**config.mk**
```make
export PLATFORM = sky130hd
export DESIGN_NAME = wcf_merge
export DESIGN_NICKNAME = d
export VERILOG_FILES = /design/src/hw/rtl/wcf_pkg.sv /design/src/hw/rtl/wcf_merge.sv
export SDC_FILE = /design/constraint.sdc
export NUM_CORES = 2
export LEC_CHECK = 0
export BUFFER_PORTS_ARGS = -buffer_cell sky130_fd_sc_hd__buf_2
export CAP_MARGIN = 20
export CORE_MARGIN = 2
export CORE_UTILIZATION = 51
export DETAILED_ROUTE_END_ITERATION = 10
export GPL_ROUTABILITY_DRIVEN = 0
export PLACE_DENSITY_LB_ADDON = 0.25
export SLEW_MARGIN = 20
export SYNTH_ARGS = -nofsm -noshare
export SYNTH_HDL_FRONTEND = slang
export SYNTH_SLANG_ARGS = --single-unit
```
**constraint.sdc**
```tcl
create_clock -name clk -period 12 [get_ports clk]
set_input_delay 0 -clock clk [delete_from_list [all_inputs] [get_ports clk]]
set_output_delay 0 -clock clk [all_outputs]
set_load 0.02 [all_outputs]
```
**src/hw/rtl/wcf_pkg.sv**
```systemverilog
// Shared constants, types and helpers of the window correlation filter.
package wcf_pkg;

  localparam int KERNEL_SIZE = 3;
  localparam int WIN         = KERNEL_SIZE * KERNEL_SIZE;
  localparam int MAX_WIDTH   = 1024;
  localparam int COEF_BITS   = 16;
  localparam int NCH         = 3;
  localparam int PIX_BITS    = 8;
  localparam int PIXEL_W     = NCH * PIX_BITS;

  localparam int SLOTS   = 4;
  localparam int SLOT_W  = $clog2(SLOTS);
  localparam int COL_W   = $clog2(MAX_WIDTH);
  localparam int WID_W   = COL_W + 1;
  localparam int ROW_W   = 16;
  localparam int ADDR_W  = SLOT_W + COL_W;
  localparam int STORE_DEPTH = SLOTS * MAX_WIDTH;

  localparam int PROD_W = PIX_BITS + 1 + COEF_BITS;
  localparam int GRP_W  = PROD_W + 2;
  localparam int SUM_W  = GRP_W + 3;
  localparam int OUT_W  = 28;
  localparam int PEND_W = $clog2((KERNEL_SIZE - 1) * MAX_WIDTH + KERNEL_SIZE + 1);

  localparam int CFG_W     = 48;
  localparam int CFG_IDX_W = 3;
  localparam int ANC_W     = 4;
  localparam int OFF_W     = 16;
  localparam int FILL_W    = 9;
  localparam int IDX_W     = 2;

  localparam int OUT_QUEUE_DEPTH = 8;

  // register indexes
  localparam logic [CFG_IDX_W-1:0] REG_KERNEL_TOP    = 3'd0;
  localparam logic [CFG_IDX_W-1:0] REG_KERNEL_MIDDLE = 3'd1;
  localparam logic [CFG_IDX_W-1:0] REG_KERNEL_BOTTOM = 3'd2;
  localparam logic [CFG_IDX_W-1:0] REG_IMAGE_WIDTH   = 3'd3;
  localparam logic [CFG_IDX_W-1:0] REG_IMAGE_HEIGHT  = 3'd4;
  localparam logic [CFG_IDX_W-1:0] REG_ANCHOR_CELL   = 3'd5;
  localparam logic [CFG_IDX_W-1:0] REG_OFFSET_VALUE  = 3'd6;
  localparam logic [CFG_IDX_W-1:0] REG_BORDER_FILL   = 3'd7;

  // opcodes
  localparam logic OP_PIXEL = 1'b0;
  localparam logic OP_FLUSH = 1'b1;

  // reset values
  localparam logic [CFG_W-1:0]  RST_KERNEL_TOP    = 48'd0;
  localparam logic [CFG_W-1:0]  RST_KERNEL_MIDDLE = 48'd256;
  localparam logic [CFG_W-1:0]  RST_KERNEL_BOTTOM = 48'd0;
  localparam logic [WID_W-1:0]  RST_IMAGE_WIDTH   = 11'd640;
  localparam logic [ROW_W-1:0]  RST_IMAGE_HEIGHT  = 16'd480;
  localparam logic [ANC_W-1:0]  RST_ANCHOR_CELL   = 4'd4;
  localparam logic [OFF_W-1:0]  RST_OFFSET_VALUE  = 16'd0;
  localparam logic [FILL_W-1:0] RST_BORDER_FILL   = 9'd0;
  localparam logic [FILL_W-1:0] FILL_REPLICATE    = 9'd256;

  typedef logic [PIXEL_W-1:0] pixel_t;
  typedef logic signed [PROD_W-1:0] prod_t;
  typedef prod_t [NCH-1:0] chan_prod_t;
  typedef chan_prod_t [WIN-1:0] win_prod_t;
  typedef logic signed [OUT_W-1:0] osum_t;
  typedef osum_t [NCH-1:0] chan_sum_t;

  typedef struct packed {
    logic [ROW_W-1:0] row;
    logic [COL_W-1:0] col;
    logic             last;
  } meta_t;

  // output position and frame geometry seen by every lane
  typedef struct packed {
    logic [ROW_W-1:0]    orow;
    logic [COL_W-1:0]    ocol;
    logic [SLOT_W-1:0]   oslot;
    logic [IDX_W-1:0]    ay;
    logic [IDX_W-1:0]    ax;
    logic [ROW_W-1:0]    h;
    logic [WID_W-1:0]    w;
    logic                repl;
    logic [PIX_BITS-1:0] fill;
  } geom_t;

  typedef struct packed {
    logic              we;
    logic [ADDR_W-1:0] addr;
    pixel_t            data;
  } wr_t;

  function automatic logic [IDX_W-1:0] anchor_row(input logic [ANC_W-1:0] a);
    logic [IDX_W-1:0] r;
    case (a)
      4'd0, 4'd1, 4'd2: r = 2'd0;
      4'd3, 4'd4, 4'd5: r = 2'd1;
      default:          r = 2'd2;
    endcase
    return r;
  endfunction

  function automatic logic [IDX_W-1:0] anchor_col(input logic [ANC_W-1:0] a);
    logic [IDX_W-1:0] c;
    case (a)
      4'd0, 4'd3, 4'd6: c = 2'd0;
      4'd1, 4'd4, 4'd7: c = 2'd1;
      default:          c = 2'd2;
    endcase
    return c;
  endfunction

endpackage

```
**src/hw/rtl/wcf_merge.sv**
```systemverilog
// Merging adder tree, offset add and output queue with credit tracking.
module wcf_merge #(
  parameter int DEPTH = wcf_pkg::OUT_QUEUE_DEPTH
) (
  input  logic                             clk,
  input  logic                             rst_n,
  input  logic                             s1_valid,
  input  wcf_pkg::meta_t                   s1_meta,
  input  wcf_pkg::win_prod_t               prod,
  input  logic signed [wcf_pkg::OFF_W-1:0] offset,
  input  logic                             emit_acc,
  output logic                             credit_ok,
  output logic                             out_valid,
  input  logic                             out_ready,
  output wcf_pkg::meta_t                   out_meta,
  output wcf_pkg::chan_sum_t               out_sum
);

  localparam int PTR_W = (DEPTH > 1) ? $clog2(DEPTH) : 1;
  localparam int CNT_W = $clog2(DEPTH + 1);
  localparam int GROUPS = wcf_pkg::KERNEL_SIZE;

  logic                         s2_valid_r, s3_valid_r;
  wcf_pkg::meta_t               s2_meta_r, s3_meta_r;
  logic signed [wcf_pkg::GRP_W-1:0] grp_r [GROUPS][wcf_pkg::NCH];
  logic signed [wcf_pkg::SUM_W-1:0] total [wcf_pkg::NCH];
  wcf_pkg::chan_sum_t           s3_sum;

  wcf_pkg::chan_sum_t           q_sum_r  [DEPTH];
  wcf_pkg::meta_t               q_meta_r [DEPTH];
  logic [PTR_W-1:0]             wp_r, rp_r;
  logic [CNT_W-1:0]             fcnt_r, occ_r;
  logic                         pop;

  always_ff @(posedge clk) begin
    if (!rst_n) begin
      s2_valid_r <= 1'b0;
      s3_valid_r <= 1'b0;
    end else begin
      s2_valid_r <= s1_valid;
      s3_valid_r <= s2_valid_r;
    end
  end

  // three lanes per group, one kernel row each
  always_ff @(posedge clk) begin
    s2_meta_r <= s1_meta;
    s3_meta_r <= s2_meta_r;
    for (int g = 0; g < GROUPS; g++) begin
      for (int c = 0; c < wcf_pkg::NCH; c++) begin
        grp_r[g][c] <= wcf_pkg::GRP_W'($signed(prod[g*GROUPS][c]))
                     + wcf_pkg::GRP_W'($signed(prod[g*GROUPS+1][c]))
                     + wcf_pkg::GRP_W'($signed(prod[g*GROUPS+2][c]));
      end
    end
  end

  always_comb begin
    for (int c = 0; c < wcf_pkg::NCH; c++) begin
      total[c] = wcf_pkg::SUM_W'(grp_r[0][c]) + wcf_pkg::SUM_W'(grp_r[1][c])
               + wcf_pkg::SUM_W'(grp_r[2][c])
               + (wcf_pkg::SUM_W'(offset) <<< 8);
      s3_sum[c] = total[c][wcf_pkg::OUT_W-1:0];
    end
  end

  assign pop       = out_valid && out_ready;
  assign out_valid = (fcnt_r != '0);
  assign out_meta  = q_meta_r[rp_r];
  assign out_sum   = q_sum_r[rp_r];
  assign credit_ok = (occ_r < CNT_W'(DEPTH));

  always_ff @(posedge clk) begin
    if (s3_valid_r) begin
      q_sum_r[wp_r]  <= s3_sum;
      q_meta_r[wp_r] <= s3_meta_r;
    end
  end

  always_ff @(posedge clk) begin
    if (!rst_n) begin
      wp_r   <= '0;
      rp_r   <= '0;
      fcnt_r <= '0;
      occ_r  <= '0;
    end else begin
      if (s3_valid_r) begin
        wp_r <= (wp_r == PTR_W'(DEPTH - 1)) ? '0 : wp_r + 1'b1;
      end
      if (pop) begin
        rp_r <= (rp_r == PTR_W'(DEPTH - 1)) ? '0 : rp_r + 1'b1;
      end
      fcnt_r <= fcnt_r + CNT_W'(s3_valid_r) - CNT_W'(pop);
      occ_r  <= occ_r + CNT_W'(emit_acc) - CNT_W'(pop);
    end
  end

  a_occ_bound: assert property (@(posedge clk) disable iff (!rst_n)
    occ_r <= CNT_W'(DEPTH))
    else $error("result occupancy above queue depth");

  a_fill_le_occ: assert property (@(posedge clk) disable iff (!rst_n)
    fcnt_r <= occ_r)
    else $error("queue holds more results than were requested");

  a_no_overflow: assert property (@(posedge clk) disable iff (!rst_n)
    s3_valid_r |-> (fcnt_r < CNT_W'(DEPTH)) || pop)
    else $error("queue written while full");

  a_emit_credit: assert property (@(posedge clk) disable iff (!rst_n)
    emit_acc |=> occ_r != '0)
    else $error("accepted result not counted");

endmodule
```
==> metrics.md <==
| Metric | Value |
|---|---|
| Fin. max-slew vios | `0` |
| Port Buf Inserts | `835` |
| CTS Hold Bufs | `657` |
| Synth Flop Type | `edfxtp_1` |
| Reg-to-Reg Start | `grp_r[0][29]$_DFF_P_` |
| Clock transition at path regs | `60 ps` |
| Synthesis-to-layout area growth | `26.3%` |
| Slowest-stage cell, CP | `a211oi_1` |
| Die Footprint | `128000 µm²` |
| First-pass GRT wire length | `260000 µm` |
| CP endpoint kind | `flop` |
| M1 wire length | `73300 µm` |
| CP peak stage delay | `800 ps` |
| Post-synth EDFFs | `888` |
| Leading area contributor after synthesis | `edfxtp_1` |
| Met3 WL | `13700 µm` |
| Initial antenna violation count | `17` |
| CP top delay family | `compound AO/OA/AOI/OAI gates` |
| # DRC | `52` |
| Final ANT Viol Nets | `0` |
| Clk_lat worst skew | `750 ps` |
| Sequential-to-total area share from yosys stat | `51.9%` |
| Final Hold Vio Count | `0` |
| Critical path peak fanout | `4` |
| Syn_area_per_cell | `14.2 µm²` |
| WL/cell | `22.5 µm` |
| DR vias | `42600` |
| RSZ-0062 raised after global routing | `no` |
| H-tree depth | `3` |
| Total wire length | `175000 µm` |
| Max Cap Viol | `0` |
| Top cells by area, synth | `edfxtp_1 (42%), fa_1 (12%), dfxtp_1 (9.9%), mux4_2 (7.9%), ha_1 (6.6%)` |
| Setup TNS | `0 ps` |
| Syn Inst Count | `4465` |
| Synth Cell Area | `63600 µm²` |
| Worst reg-to-reg setup slack | `7410 ps` |
| Minimum clock period | `5010 ps` |
| Number of synthesized register bits | `1204` |
| Clock root buffer | `clkbuf_16` |
| Share of layout cells above drive strength 1 | `23.2%` |
| Number of global-route vias before repair | `43900` |
| Worst Clk Skew | `69.7 ps` |
| Total track usage | `27.3%` |
| Post-CTS sizing | `0` |
| Ys Warns | `0` |
| Uppermost layer routed | `met5` |
| Post-synth cell types | `90` |
| Finish-stage setup viols | `0` |
| Status | `complete, but fails checks` |
| Syn nets | `5899` |
| Final Net Count | `7436` |
| Largest net degree at the start of global routing | `149` |
| I/O Pins | `836` |
| Failing checks | `design-rule violations` |
| Post-CTS setup buffer count | `0` |
| Fmax achieved | `200 MHz` |
| CP Cell Sequence | `dlygate4sd3_1, buf_2, fa_1, dlygate4sd3_1, ha_1, fa_1, a211oi_1, o31ai_1, o211ai_1, a31oi_1, a311oi_1, o21ai_0, a21oi_1, xnor2_1, dlygate4sd3_1` |
| Clock sinks | `1204` |
| Die W | `357 µm` |
| FFs w/ async S/R, synth | `0%` |
| Synth top area share | `41.9%` |
| Hold wc startpoint | `prod[182]` |
| Worst hold path class | `in2reg` |
| Grt total ovfl | `0` |
| Worst reg2reg path endpoint | `q_sum_r[0][54]$_DFFE_PP_` |
| Worst R2R Path Depth | `14` |
| Critical Path Start Type | `input pin` |
| Worst Path Required | `12660 ps` |
| Rows | `129` |
| Critical Path Most Common Cell | `dlygate4sd3_1` |
| Post-DP HPWL | `123000 µm` |
| Slew margin rel. | `23.7%` |
| Hold-critical path depth | `4` |
| Core box area | `124000 µm²` |
| Starting Density | `51.4%` |
| Worst Path Arrival | `5670 ps` |
| WHS Endpoint | `grp_r[0][34]$_DFF_P_` |
| Vias per inst | `5.50` |
| CP Class | `in2reg` |
| CTS tree | `done` |
| Measured slew at the worst slew-check pin | `1140 ps` |
| First-pass DRT Iterations | `9` |
| Inserted Clock Buffers | `119` |
| Max Buffers Root-to-Sink | `3` |
| Buf/Inv on CP | `4` |
| DR WL met2 | `80600 µm` |
| Detailed Route Iter0 Violations | `3742` |
| Period utilization | `41.7%` |
| Die H | `357 µm` |
[worst max path at each step]
| stage | slack (ps) | depth (start not counted) | end | start |
|---|---|---|---|---|
| after floorplan | 3230 | 2 | q_meta_r[0][0]$_DFFE_PP_ | s3_valid_r$_SDFF_PN0_ |
| after global placement | 7590 | 14 | q_sum_r[4][54]$_DFFE_PP_ | grp_r[0][29]$_DFF_P_ |
| after detailed placement | 7480 | 14 | q_sum_r[0][54]$_DFFE_PP_ | grp_r[0][29]$_DFF_P_ |
| after CTS | 7140 | 15 | grp_r[1][52]$_DFF_P_ | prod[401] |
| after global routing | 6800 | 15 | grp_r[2][46]$_DFF_P_ | prod[626] |
| final | 6990 | 15 | grp_r[1][52]$_DFF_P_ | prod[401] |
[through the flow]
stage | cell area, µm² | instances | worst slack (ps) | hold slack, ps | util (%)
6_report | 80400 | 7748 | 6990 | 19.9 | 64.9
5_1_grt | 80400 | 7747 | 6800 | 34.5 | 64.9
4_1_cts | 80400 | 7743 | 7140 | 0.113 | 64.9
3_5_place_dp | 69800 | 6861 | 7480 | 104 | 56.4
3_3_place_gp | 69800 | 6861 | 7590 | 103 | 56.4
2_1_floorplan | 63600 | 4465 | 3230 | 27.7 | -
[layout by cell type, fill, tap and decap left out, types with 112 or more instances in the layout]
master	instances
dlygate4sd3_1	657
a21o_1	160
nand2_1	141
xnor2_1	179
buf_2	835
inv_1	514
clkbuf_16	120
o21ai_0	114
mux4_2	222
fa_1	377
a21oi_1	243
ha_1	334
edfxtp_1	888
dfxtp_1	313
mux2_2	112
[logic make-up (layout without fill, tap and decap cells)]
family / count (synthesis) / in the layout / synth area share, %
AND/OR/NAND/NOR: 528 / 528 / 4.16
XOR/XNOR: 266 / 266 / 3.66
buffers and inverters: 615 / 2256 / 3.63
multiplexers: 339 / 339 / 9.92
other: 0 / 5 / 0
AO/OA/AOI/OAI: 802 / 802 / 8.35
adder cells (fa/ha/maj): 711 / 711 / 18.4
flip-flops: 1204 / 1204 / 51.9
[worst min-delay path, delay by kind of cell]
family | cells | cell delay [ps]
xor+xnor | 1 | 90
fa+ha+maj | 2 | 480
buf+inv | 1 | 90
[state kept, by name (all words and copies together) (netlist names), named ones only]
| name | flops |
|---|---|
| s3_meta_r | 27 |
| occ_r | 4 |
| fcnt_r | 4 |
| wp_r | 3 |
| q_sum_r | 672 |
| s2_meta_r | 27 |
| rp_r | 3 |
| s3_valid_r | 1 |
| s2_valid_r | 1 |
| q_meta_r | 216 |
| grp_r | 243 |
[synthesized netlist by cell type, types with 26 or more instances]
| library cell | number |
|---|---|
| a21o_1 | 160 |
| a21oi_1 | 243 |
| a31oi_1 | 28 |
| buf_1 | 26 |
| clkbuf_1 | 74 |
| dfxtp_1 | 316 |
| edfxtp_1 | 888 |
| fa_1 | 377 |
| ha_1 | 334 |
| inv_1 | 513 |
| mux2_2 | 112 |
| mux4_2 | 222 |
| nand2_1 | 141 |
| nand2b_1 | 33 |
| nand3_1 | 55 |
| nand4_1 | 34 |
| nor2_1 | 111 |
| nor2b_1 | 37 |
| nor3_1 | 27 |
| o21a_1 | 29 |
| o21ai_0 | 114 |
| o21bai_1 | 36 |
| xnor2_1 | 180 |
| xor2_1 | 86 |
[per-layer routing]
layer / global-route usage [%] / vias up
met2: 43.5 / 1703
met1: 37.6 / 21200
li1: - / 19400
met4: 10.5 / 8
met5: 0 / -
met3: 4.85 / 304
[area by class of cell]
cell class                      instances  area (µm²)
Multi-Input combinational cell       2646       28400
Clock buffer                          159        3290
Timing Repair Buffer                 1517       11000
Clock inverter                         66         724
Sequential cell                      1204       33000
Tap cell                             1637        2050
Inverter                              514        1930
Fill cell                            8891       43400
Antenna cell                            5        12.5
Power is not shown: default switching activity piles up to over one toggle a cycle in this logic, so the estimate is an artifact.
